File: src/design/uxv_pkg.sv
// shared types and constants for the utf-8 xml text validator
package uxv_pkg;

   localparam int CP_W = 21;

   localparam logic [CP_W-1:0] CP_MIN_2       = 21'h000080;
   localparam logic [CP_W-1:0] CP_MIN_3       = 21'h000800;
   localparam logic [CP_W-1:0] CP_MIN_4       = 21'h010000;
   localparam logic [CP_W-1:0] CP_SURR_LO     = 21'h00D800;
   localparam logic [CP_W-1:0] CP_SURR_HI     = 21'h00DFFF;
   localparam logic [CP_W-1:0] CP_MAX         = 21'h10FFFF;
   localparam logic [CP_W-1:0] CP_TAB         = 21'h000009;
   localparam logic [CP_W-1:0] CP_LF          = 21'h00000A;
   localparam logic [CP_W-1:0] CP_CR          = 21'h00000D;
   localparam logic [CP_W-1:0] CP_SPACE       = 21'h000020;
   localparam logic [CP_W-1:0] CP_BMP_LO_END  = 21'h00D7FF;
   localparam logic [CP_W-1:0] CP_BMP_HI_BASE = 21'h00E000;
   localparam logic [CP_W-1:0] CP_BMP_HI_END  = 21'h00FFFD;

   typedef enum logic [2:0] {
      ST_OK        = 3'd0,
      ST_INVALID   = 3'd1,
      ST_TRUNCATED = 3'd2,
      ST_NONCANON  = 3'd3,
      ST_FORBIDDEN = 3'd4
   } status_type;

   typedef struct packed {
      logic            char_done;
      logic [CP_W-1:0] code_point;
      logic            string_end;
      status_type      status;
   } step_result_type;

endpackage

File: src/design/uxv_cp_check.sv
// canonical form and xml 1.0 character set check of a finished code point
module uxv_cp_check
   import uxv_pkg::*;
(
   input  logic [CP_W-1:0] value,
   input  logic [2:0]      seq_length,
   output status_type      status
);

   logic [CP_W-1:0] min_value;
   logic            noncanon;
   logic            allowed;

   always_comb begin
      case (seq_length)
         3'd2:    min_value = CP_MIN_2;
         3'd3:    min_value = CP_MIN_3;
         3'd4:    min_value = CP_MIN_4;
         default: min_value = '0;
      endcase
   end

   assign noncanon = (value < min_value) ||
                     (value >= CP_SURR_LO && value <= CP_SURR_HI) ||
                     (value > CP_MAX);

   assign allowed = (value == CP_TAB) || (value == CP_LF) || (value == CP_CR) ||
                    (value >= CP_SPACE && value <= CP_BMP_LO_END) ||
                    (value >= CP_BMP_HI_BASE && value <= CP_BMP_HI_END) ||
                    (value >= CP_MIN_4 && value <= CP_MAX);

   always_comb begin
      if (noncanon) begin
         status = ST_NONCANON;
      end else if (!allowed) begin
         status = ST_FORBIDDEN;
      end else begin
         status = ST_OK;
      end
   end

endmodule

File: src/design/uxv_decode.sv
// decoder state and one-byte step of the utf-8 sequence machine
module uxv_decode
   import uxv_pkg::*;
(
   input  logic            clock,
   input  logic            reset,
   input  logic            advance,
   input  logic [7:0]      data_byte,
   input  logic            last_byte,
   output step_result_type result
);

   logic [1:0]      bytes_left_ff, bytes_left_in, bytes_left_mid;
   logic [2:0]      seq_length_ff, seq_length_in, seq_length_mid;
   logic [CP_W-1:0] partial_value_ff, partial_value_in, partial_value_mid;
   logic            bad_cont_ff, bad_cont_in, bad_cont_mid;
   status_type      error_ff, error_in, error_mid;
   status_type      check_status;

   // lead or continuation byte
   always_comb begin
      bytes_left_mid    = bytes_left_ff;
      seq_length_mid    = seq_length_ff;
      partial_value_mid = partial_value_ff;
      bad_cont_mid      = bad_cont_ff;
      error_mid         = error_ff;
      if (error_ff == ST_OK) begin
         if (bytes_left_ff == 2'd0) begin
            bad_cont_mid = 1'b0;
            if (data_byte[7] == 1'b0) begin
               partial_value_mid = {13'd0, data_byte};
               seq_length_mid    = 3'd1;
               bytes_left_mid    = 2'd0;
            end else if (data_byte[7:5] == 3'b110) begin
               partial_value_mid = {16'd0, data_byte[4:0]};
               seq_length_mid    = 3'd2;
               bytes_left_mid    = 2'd1;
            end else if (data_byte[7:4] == 4'b1110) begin
               partial_value_mid = {17'd0, data_byte[3:0]};
               seq_length_mid    = 3'd3;
               bytes_left_mid    = 2'd2;
            end else if (data_byte[7:3] == 5'b11110) begin
               partial_value_mid = {18'd0, data_byte[2:0]};
               seq_length_mid    = 3'd4;
               bytes_left_mid    = 2'd3;
            end else begin
               error_mid = ST_INVALID;
            end
         end else begin
            if (data_byte[7:6] != 2'b10) begin
               bad_cont_mid = 1'b1;
            end
            partial_value_mid = {partial_value_ff[CP_W-7:0], data_byte[5:0]};
            bytes_left_mid    = bytes_left_ff - 2'd1;
         end
      end
   end

   uxv_cp_check u_cp_check (
      .value      (partial_value_mid),
      .seq_length (seq_length_mid),
      .status     (check_status)
   );

   // sequence end and string end
   always_comb begin
      bytes_left_in     = bytes_left_mid;
      seq_length_in     = seq_length_mid;
      partial_value_in  = partial_value_mid;
      bad_cont_in       = bad_cont_mid;
      error_in          = error_mid;
      result.char_done  = 1'b0;
      result.code_point = '0;
      result.string_end = last_byte;
      if (error_ff == ST_OK && error_mid == ST_OK && bytes_left_mid == 2'd0) begin
         if (bad_cont_mid) begin
            error_in = ST_INVALID;
         end else if (check_status != ST_OK) begin
            error_in = check_status;
         end else begin
            result.char_done  = 1'b1;
            result.code_point = partial_value_mid;
         end
         partial_value_in = '0;
         seq_length_in    = 3'd0;
         bad_cont_in      = 1'b0;
      end
      if (last_byte && error_in == ST_OK && bytes_left_mid != 2'd0) begin
         error_in = ST_TRUNCATED;
      end
      result.status = error_in;
      if (last_byte) begin
         bytes_left_in    = 2'd0;
         seq_length_in    = 3'd0;
         partial_value_in = '0;
         bad_cont_in      = 1'b0;
         error_in         = ST_OK;
      end
   end

   always_ff @(posedge clock) begin
      if (reset) begin
         bytes_left_ff    <= 2'd0;
         seq_length_ff    <= 3'd0;
         partial_value_ff <= '0;
         bad_cont_ff      <= 1'b0;
         error_ff         <= ST_OK;
      end else if (advance) begin
         bytes_left_ff    <= bytes_left_in;
         seq_length_ff    <= seq_length_in;
         partial_value_ff <= partial_value_in;
         bad_cont_ff      <= bad_cont_in;
         error_ff         <= error_in;
      end
   end

   // no open sequence without a length while error free
   a_len_matches_left: assert property (@(posedge clock) disable iff (reset)
      (error_ff == ST_OK) |-> ((bytes_left_ff == 2'd0) == (seq_length_ff == 3'd0)))
      else $error("sequence length and bytes left disagree");

   // bad continuation flag is cleared once a sequence closes
   a_bad_cleared: assert property (@(posedge clock) disable iff (reset)
      (error_ff == ST_OK && bytes_left_ff == 2'd0) |-> !bad_cont_ff)
      else $error("bad continuation flag left set");

   // string end always leaves a clean state
   a_last_clears: assert property (@(posedge clock) disable iff (reset)
      (advance && last_byte) |=> (error_ff == ST_OK && bytes_left_ff == 2'd0))
      else $error("state not cleared after last item");

endmodule

File: src/design/utf8_xml_text_validator.sv
// top level: input register, decode step and result register
//
//   channel | direction | handshake          | payload
//   req     | in        | req_valid/req_ready | req_data_byte, req_last_byte
//   rsp     | out       | rsp_valid/rsp_ready | rsp_char_done, rsp_code_point,
//           |           |                     | rsp_string_end, rsp_status
//
// one item per cycle sustained while rsp_ready is high; each result is registered
// the input register and the result register each hold one item, so a new item is
// taken while a finished result waits; the decode step runs as the item moves across
// reset is synchronous, clears the decoder state and empties both registers
// when rsp_ready is low both registers fill and then req_ready drops
module utf8_xml_text_validator
   import uxv_pkg::*;
(
   input  logic            clock,
   input  logic            reset,
   input  logic            req_valid,
   output logic            req_ready,
   input  logic [7:0]      req_data_byte,
   input  logic            req_last_byte,
   output logic            rsp_valid,
   input  logic            rsp_ready,
   output logic            rsp_char_done,
   output logic [CP_W-1:0] rsp_code_point,
   output logic            rsp_string_end,
   output logic [2:0]      rsp_status
);

   logic            in_valid_ff, in_valid_in;
   logic [7:0]      in_byte_ff;
   logic            in_last_ff;
   logic            rsp_valid_ff, rsp_valid_in;
   step_result_type rsp_ff;
   step_result_type step_result;
   logic            advance;
   logic            take;

   assign advance   = in_valid_ff && (!rsp_valid_ff || rsp_ready);
   assign req_ready = !in_valid_ff || advance;
   assign take      = req_valid && req_ready;

   assign in_valid_in  = take || (in_valid_ff && !advance);
   assign rsp_valid_in = advance || (rsp_valid_ff && !rsp_ready);

   uxv_decode u_decode (
      .clock     (clock),
      .reset     (reset),
      .advance   (advance),
      .data_byte (in_byte_ff),
      .last_byte (in_last_ff),
      .result    (step_result)
   );

   always_ff @(posedge clock) begin
      if (reset) begin
         in_valid_ff  <= 1'b0;
         rsp_valid_ff <= 1'b0;
      end else begin
         in_valid_ff  <= in_valid_in;
         rsp_valid_ff <= rsp_valid_in;
      end
   end

   always_ff @(posedge clock) begin
      if (take) begin
         in_byte_ff <= req_data_byte;
         in_last_ff <= req_last_byte;
      end
      if (advance) begin
         rsp_ff <= step_result;
      end
   end

   assign rsp_valid      = rsp_valid_ff;
   assign rsp_char_done  = rsp_ff.char_done;
   assign rsp_code_point = rsp_ff.code_point;
   assign rsp_string_end = rsp_ff.string_end;
   assign rsp_status     = rsp_ff.status;

   // a decoded character never carries an error
   a_done_ok: assert property (@(posedge clock) disable iff (reset)
      (rsp_valid && rsp_char_done) |-> (rsp_status == ST_OK))
      else $error("character reported with error status");

   // code point is zero unless a character completes
   a_cp_zero: assert property (@(posedge clock) disable iff (reset)
      (rsp_valid && !rsp_char_done) |-> (rsp_code_point == '0))
      else $error("stray code point");

   // input stalls only when both registers are full and the result is held
   a_stall_cause: assert property (@(posedge clock) disable iff (reset)
      !req_ready |-> (in_valid_ff && rsp_valid_ff && !rsp_ready))
      else $error("input stalled without backpressure");

endmodule
File: config.mk
export PLATFORM = sky130hd
export DESIGN_NAME = utf8_xml_text_validator
export DESIGN_NICKNAME = d
export VERILOG_FILES = /design/src/design/uxv_pkg.sv /design/src/design/uxv_cp_check.sv /design/src/design/uxv_decode.sv /design/src/design/utf8_xml_text_validator.sv
export SDC_FILE = /design/constraint.sdc
export NUM_CORES = 1
export LEC_CHECK = 0
export ABC_AREA = 1
export BUFFER_PORTS_ARGS = -buffer_cell sky130_fd_sc_hd__buf_2
export CAP_MARGIN = 40
export CORE_ASPECT_RATIO = 1.4
export CORE_MARGIN = 1
export CORE_UTILIZATION = 53
export CTS_BUF_LIST = sky130_fd_sc_hd__clkbuf_16
export CTS_CLUSTER_DIAMETER = 80
export DETAILED_ROUTE_END_ITERATION = 16
export PLACE_DENSITY = 0.8
export RECOVER_POWER = 50
export SLEW_MARGIN = 10
export SYNTH_ARGS = -nofsm -noshare
export SYNTH_HDL_FRONTEND = slang
export SYNTH_SLANG_ARGS = --single-unit
File: constraint.sdc
create_clock -name clock -period 3.1 [get_ports clock]
set_input_delay 0.155 -clock clock [delete_from_list [all_inputs] [get_ports clock]]
set_output_delay 0.155 -clock clock [all_outputs]
set_load 0.01 [all_outputs]
==> summary.txt, run 1 <==
Yosys
  – Top-area cell type share of the netlist area: 0.2982
  – Post-synth EDFFs: 35
  – Mapped cell area: 3525 sq um
  – Synth area leader: edfxtp_1
  – Yosys reg bits: 67
  – Synth warn: 0
  – Top-count cell post-synth: nand2_1
  – Main flop type after synthesis: edfxtp_1
  – Fraction of registers with async set/reset: 0
  – Sequential area share after synthesis: 0.4799
  – Dominant cells by area after synthesis: edfxtp_1, dfxtp_1, nand2_1
  – Synth Instances: 467
  – Distinct cells, synth: 32
  – Synth Net Count: 482
  – Mean post-synth cell area: 7.547 sq um
  – Commonest cells post-synth: nand2_1, nor2_1, inv_1

Clock tree
  – Clk Latency, worst-skew pair: 0.34 ns
  – Post-CTS Setup Inserts: 0
  – Clock Sinks: 67
  – H-tree depth: 3
  – Clock Pin Slew Worst Setup and Hold Paths: 0.05 ns
  – # hold bufs at CTS: 9
  – CTS root buf: clkbuf_16
  – TritonCTS clock tree: built
  – Post-CTS resize count: 0
  – Max Root-Sink Buffers: 2
  – Num CTS Buffers: 9

STA
  – Worst Max-Slew Pin Slew: 1.102 ns
  – Setup TNS Final: 0 ns
  – Setup repair after global routing missed its margin: no
  – Final Hold Viols: 0
  – Minimum clock period: 2.932 ns
  – Finish-stage setup viols: 0
  – Clk_skew: 0.008077 ns
  – Worst hold margin: 0.07551 ns
  – Period utilization: 0.9458
  – Max Freq: 0.3411 GHz
  – Worst rel slew slack: 0.2655
  – Max-slew violation count: 0

Cells and area
  – Reg area: 1692 sq um
  – Final Non-Filler Cells: 598
  – Fill cells: 558
  – Fin nets: 536
  – Layout area overhead: 18.00%
  – Number of antenna diodes: 0
  – Layout cells sized above 1: 0.1331
  – Area of the multi-input gates: 1554 sq um

Floorplanning
  – Height of the die: 98.49 microns
  – Initial Utilization: 0.5561
  – Area of the core: 6339 sq um
  – Rows: 34
  – Ports: 41
  – Die W: 70.92 microns
  – Die footprint: 6985 sq um

Global route
  – GRT Util Overall: 0.2407
  – Vias in the first global route: 2950
  – Global route overflow: 0
  – First-pass GRT wire length: 12.96 mm
  – Largest net degree at the start of global routing: 33
  – Antenna violations before repair: 0

Critical path
  – Crit path max-delay family: simple AND/OR/NAND/NOR gates
  – R2r setup slk: 0.17 ns
  – Worst path cell trace: nand2_2 > nor2_1 > nor2_2 > nand2_4 > nand2_4 > nand2_1 > nand2_2 > ha_1 > a21oi_1 > o21ai_0 > nor2_1 > nand2_1 > nand3_2 > inv_1 > nand2_1 > buf_12 > a21oi_1
  – Critical Path Fanout Max: 22
  – Crit Path Category: flip-flop to flip-flop
  – CP startpoint kind: flip-flop
  – Crit end category: flip-flop
  – Most common cell on crit path: nand2_1
  – WP data arrival: 3.01 ns
  – Critical Path RT: 3.17 ns
  – Slowest Stage Delay on Critical Path: 0.49 ns
  – Slowest CP cell: edfxtp_1
  – WP buf/inv: 2

Placed design
  – HPWL Detailed: 5.655 mm
  – RePlAce Congestion: 1.004
  – I/O Buffers: 40
  – Placed Instances: 573

Route
  – First DRT Iteration DRCs: 245
  – Vias/cell: 5.339
  – Via Count: 3193
  – WL final: 7.985 mm
  – DRT antenna net count: 0
  – Drt pass-1 iters: 8
  – WL/cell: 13.35 microns
  – Post-route DRC violation count: 0

Power
  – Maximum vdd drop: 459.2 uV
  – Pleak: 1.777 nW
  – PwrDens: 538.3 nW/um^2

Job
  – MaxCap Viol Count: 0

Status
  – Status: finished, final reports clean

Hold path
  – Hold Crit Class: primary input to flip-flop
## kinds of logic (layout without fill, tap and decap cells)
family                   after synthesis  after routing  synth area share
AO/OA/AOI/OAI                         57             57           0.08769
adder cells (fa/ha/maj)                2              2          0.007099
buffers and inverters                 66            125           0.07916
flip-flops                            67             67            0.4799
AND/OR/NAND/NOR                      275            275            0.3461
## metal layers
metal  GRT usage  up-vias  part of all wire
met5           0        -                 0
met4      0.1200        0             0.019
met3     0.04601       13             0.049
met2      0.4371      124              0.53
met1      0.2645     1466              0.41
li1            -     1590                 -
## tightest hold or removal path: stages
cell	delay [ns]
buf_2	0.10
inv_1	0.04
a21oi_1	0.06
## cell type report
type / count / share of cell area
repair buffers: 57 / 0.07792
flip-flops and latches: 67 / 0.4067
multi-input cells: 334 / 0.3736
inverters: 52 / 0.04693
clock inverters: 6 / 0.01294
well taps: 72 / 0.02166
clock buffers: 10 / 0.06017
## final timing paths
kind	endpoint	cells after the start	start
max reg2reg	rsp_code_point[11]$_SDFFCE_PP0P_	17	in_byte_ff[7]$_DFFE_PP_
min	in_valid_ff$_SDFF_PP0_	3	req_valid
min reg2reg	u_decode.seq_length_ff[0]$_SDFFE_PP0P_	2	u_decode.seq_length_ff[0]$_SDFFE_PP0P_
max	rsp_code_point[11]$_SDFFCE_PP0P_	17	in_byte_ff[7]$_DFFE_PP_
## cell usage in the layout, fill, tap and decap left out, drive strengths merged
master       Yosys  final
a211oi           1      1
a21boi           1      1
a21oi           41     41
a22oi            1      1
a31oi            1      1
buf              8     19
bufinv           0      1
clkbuf           6     39
clkinv           0      3
clkinvlp         0      1
dfxtp           32     32
dlygate4sd3      0      9
edfxtp          35     35
ha               2      2
inv             52     53
nand2          178    178
nand3           20     20
nand3b           5      5
nand4            4      4
nor2            67     67
o21ai            9      9
o21bai           1      1
o31ai            2      2
or2              1      1
## sequential cells by signal, indices dropped and copies added (netlist names)
name,count
in_last_ff,1
in_byte_ff,8
rsp_valid,1
rsp_code_point,21
in_valid_ff,1
u_decode.seq_length_ff,3
u_decode.error_ff,3
u_decode.bytes_left_ff,2
u_decode.partial_value_ff,21
rsp_status,3
rsp_string_end,1
rsp_char_done,1
u_decode.bad_cont_ff,1
## power by group
part	switching, mW	internal (mW)	total, mW
Clock	0.361	0.660	1.02
Combinational	0.163	0.0764	0.239
Sequential	0.0123	0.966	0.978
Total	0.537	1.70	2.24
## through the flow
step	area (sq um)	util	total power [mW]	setup WS, ns
final	4159	0.6561	2.239	0.1681
after global routing	4159	0.6561	2.307	0.02501
after CTS	4218	0.6654	2.253	0.2202
after detailed placement	3824	0.6032	1.232	0.2395
after global placement	3796	0.5989	1.222	0.3062
after floorplan	3525	-	1.159	0.5430
No activity file was read; power rests on OpenSTA's default activity.
==> inputs of run 2 (changes only) <==
==> constraint.sdc (replaced) <==
create_clock -name clock -period 3.1 [get_ports clock]
set_input_delay 0.62 -clock clock [delete_from_list [all_inputs] [get_ports clock]]
set_output_delay 0.62 -clock clock [all_outputs]
set_load 0.01 [all_outputs]
==> run 2 against run 1 <==
  * Cell area is 2.6% lower
  * Highest routed layer unchanged
  * Cell count is 1.3% lower
  * Largest power group is now registers
  * Routed wire length down 1.1%
==> summary.txt, run 2 (synthesis results as in run 1) <==
Clock tree
  – CTS root buf: clkbuf_16 (unchanged)
  – Post-CTS Setup Inserts: 0 (unchanged)
  – Clk Latency, worst-skew pair: 0.34 ns (about the same)
  – TritonCTS clock tree: built (unchanged)
  – H-tree depth: 3 (unchanged)
  – Num CTS Buffers: 9 (unchanged)
  – # hold bufs at CTS: 0 (was 9)
  – Max Root-Sink Buffers: 2 (unchanged)
  – Clock Sinks: 67 (unchanged)
  – Clock Pin Slew Worst Setup and Hold Paths: 0.05 ns (about the same)

Global route
  – GRT Util Overall: 0.2476 (was 0.2407)
  – First-pass GRT wire length: 13.21 mm (was 12.96 mm)
  – Global route overflow: 0 (unchanged)
  – Antenna violations before repair: 0 (unchanged)
  – Vias in the first global route: 2934 (was 2950)
  – Largest net degree at the start of global routing: 33 (unchanged)

Floorplanning
  – Height of the die: 98.49 microns (unchanged)
  – Initial Utilization: 0.5561 (unchanged)
  – Rows: 34 (unchanged)
  – Area of the core: 6339 sq um (unchanged)
  – Die W: 70.92 microns (unchanged)
  – Ports: 41 (unchanged)
  – Die footprint: 6985 sq um (unchanged)

Cells and area
  – Number of antenna diodes: 0 (unchanged)
  – Layout area overhead: 14.95% (was 18.00%)
  – Fin nets: 528 (was 536)
  – Fill cells: 549 (was 558)
  – Final Cell Area: 4051 sq um (was 4159 sq um)
  – Layout cells sized above 1: 0.1602 (was 0.1331)
  – Most common cell after layout, fill and taps aside: nand2_1 (unchanged)
  – Most frequent cells in the layout: nand2_1, nor2_1, inv_1 (unchanged)

Placed design
  – RePlAce Congestion: 0.9952 (was 1.004)
  – I/O Buffers: 40 (unchanged)
  – Area of placed instances: 3831 sq um (was 3824 sq um)
  – HPWL Detailed: 5.567 mm (was 5.655 mm)

Critical path
  – Critical Path RT: 3.17 ns (about the same)
  – CP startpoint kind: flip-flop (unchanged)
  – Crit end category: flip-flop (unchanged)
  – Reg2reg path depth: 17 (unchanged)
  – WP data arrival: 2.96 ns (was 3.01 ns)
  – Critical Path Fanout Max: 22 (unchanged)
  – Crit Path Category: flip-flop to flip-flop (unchanged)

Route
  – Via Count: 3111 (was 3193)
  – WL final: 7.895 mm (was 7.985 mm)
  – WL/cell: 13.38 microns (was 13.35 microns)
  – Post-route DRC violation count: 0 (unchanged)
  – DRT antenna net count: 0 (unchanged)
  – First DRT Iteration DRCs: 269 (was 245)
  – Drt pass-1 iters: 7 (was 8)
  – Vias/cell: 5.273 (was 5.339)

STA
  – Worst hold margin: 0.4572 ns (was 0.07551 ns)
  – Final Hold Viols: 0 (unchanged)
  – Minimum clock period: 2.887 ns (was 2.932 ns)
  – Max Freq: 0.3463 GHz (was 0.3411 GHz)
  – Setup repair after global routing missed its margin: no (unchanged)
  – Finish-stage setup viols: 0 (unchanged)
  – Worst Max-Slew Pin Slew: 1.312 ns (was 1.102 ns)
  – Worst rel slew slack: 0.1253 (was 0.2655)
  – Max-slew violation count: 0 (unchanged)
  – Clk_skew: 0.007002 ns (was 0.008077 ns)
  – Period utilization: 0.9314 (was 0.9458)
  – Setup TNS Final: 0 ns (unchanged)

Power
  – Pleak: 1.759 nW (was 1.777 nW)
  – Maximum vdd drop: 328.1 uV (was 459.2 uV)
  – PwrDens: 519.5 nW/um^2 (was 538.3 nW/um^2)
  – Pwr Total: 2.105 mW (was 2.239 mW)

Hold path
  – Hold Crit Class: primary input to flip-flop (unchanged)
  – Hold path cells: 1 (was 3)

Status
  – Status: finished, final reports clean (unchanged)

Job
  – MaxCap Viol Count: 0 (unchanged)
## run 2: cell count changes in the layout (fill, tap and decap cells not counted), sizes merged
cell | before | now
bufinv | 1 | 0
clkbuf | 39 | 28
clkinv | 3 | 5
dlygate4sd3 | 9 | 0
buf | 19 | 30
## run 2: repair_timing
item	CTS	global route
endpoints found under the hold margin	0	0
gates resized for setup	0	1
endpoints found under the setup margin	0	5
## run 2: area by class of cell
type                       instances  area (sq um)  share of cell area
clock buffer                       9         225.2             0.05559
clock inverter                     7         36.28            0.008956
inverter                          52         195.2             0.04818
multi-input combinational        334          1559              0.3848
sequential                        67          1692              0.4175
tap                               72         90.09             0.02224
timing repair buffer              49         254.0             0.06269
## run 2: layer usage
metal	routed length (microns)	share of wire	track usage	vias to the layer above
li1	-	-	-	1580
met1	3273	0.41	0.2859	1408
met2	3970	0.50	0.4393	103
met3	418	0.053	0.04908	20
met4	232	0.029	0.1108	0
met5	0	0	0	-
## run 2: final timing paths
check / from / endpoint / slack (ns)
max: in_byte_ff[7]$_DFFE_PP_ / rsp_code_point[13]$_SDFFCE_PP0P_ / 0.21
min: req_last_byte / in_last_ff$_DFFE_PP_ / 0.46
max reg2reg: in_byte_ff[7]$_DFFE_PP_ / rsp_code_point[13]$_SDFFCE_PP0P_ / 0.21
min reg2reg: u_decode.partial_value_ff[19]$_SDFFE_PP0P_ / u_decode.partial_value_ff[19]$_SDFFE_PP0P_ / 0.46
## run 2: worst max-delay path: stages, from the launching register on
cell	delay [ns]
edfxtp_1	0.46
nand2_2	0.15
nor2_1	0.06
nor2_2	0.18
nand2_4	0.11
nand2_4	0.26
nand2_1	0.11
nand2_2	0.14
ha_1	0.28
a21oi_1	0.16
o21ai_0	0.09
nor2_1	0.09
nand2_1	0.08
nand3_2	0.08
inv_1	0.04
nand2_1	0.10
buf_12	0.16
nor2_1	0.05
## run 2: through the flow
stage                     setup slack [ns]    util  std cells
after floorplan                     0.5430       -        467
after detailed placement            0.2597  0.6044        574
final                               0.2126  0.6392        590
after global routing               0.01598  0.6392        590
after CTS                           0.2501  0.6457        590
after global placement              0.3089  0.6001        573
## run 2: where the power goes
| part | internal (mW) | switching, mW |
|---|---|---|
| logic | 0.0711 | 0.163 |
| registers | 0.966 | 0.0116 |
| clock network | 0.529 | 0.364 |
| total | 1.57 | 0.539 |
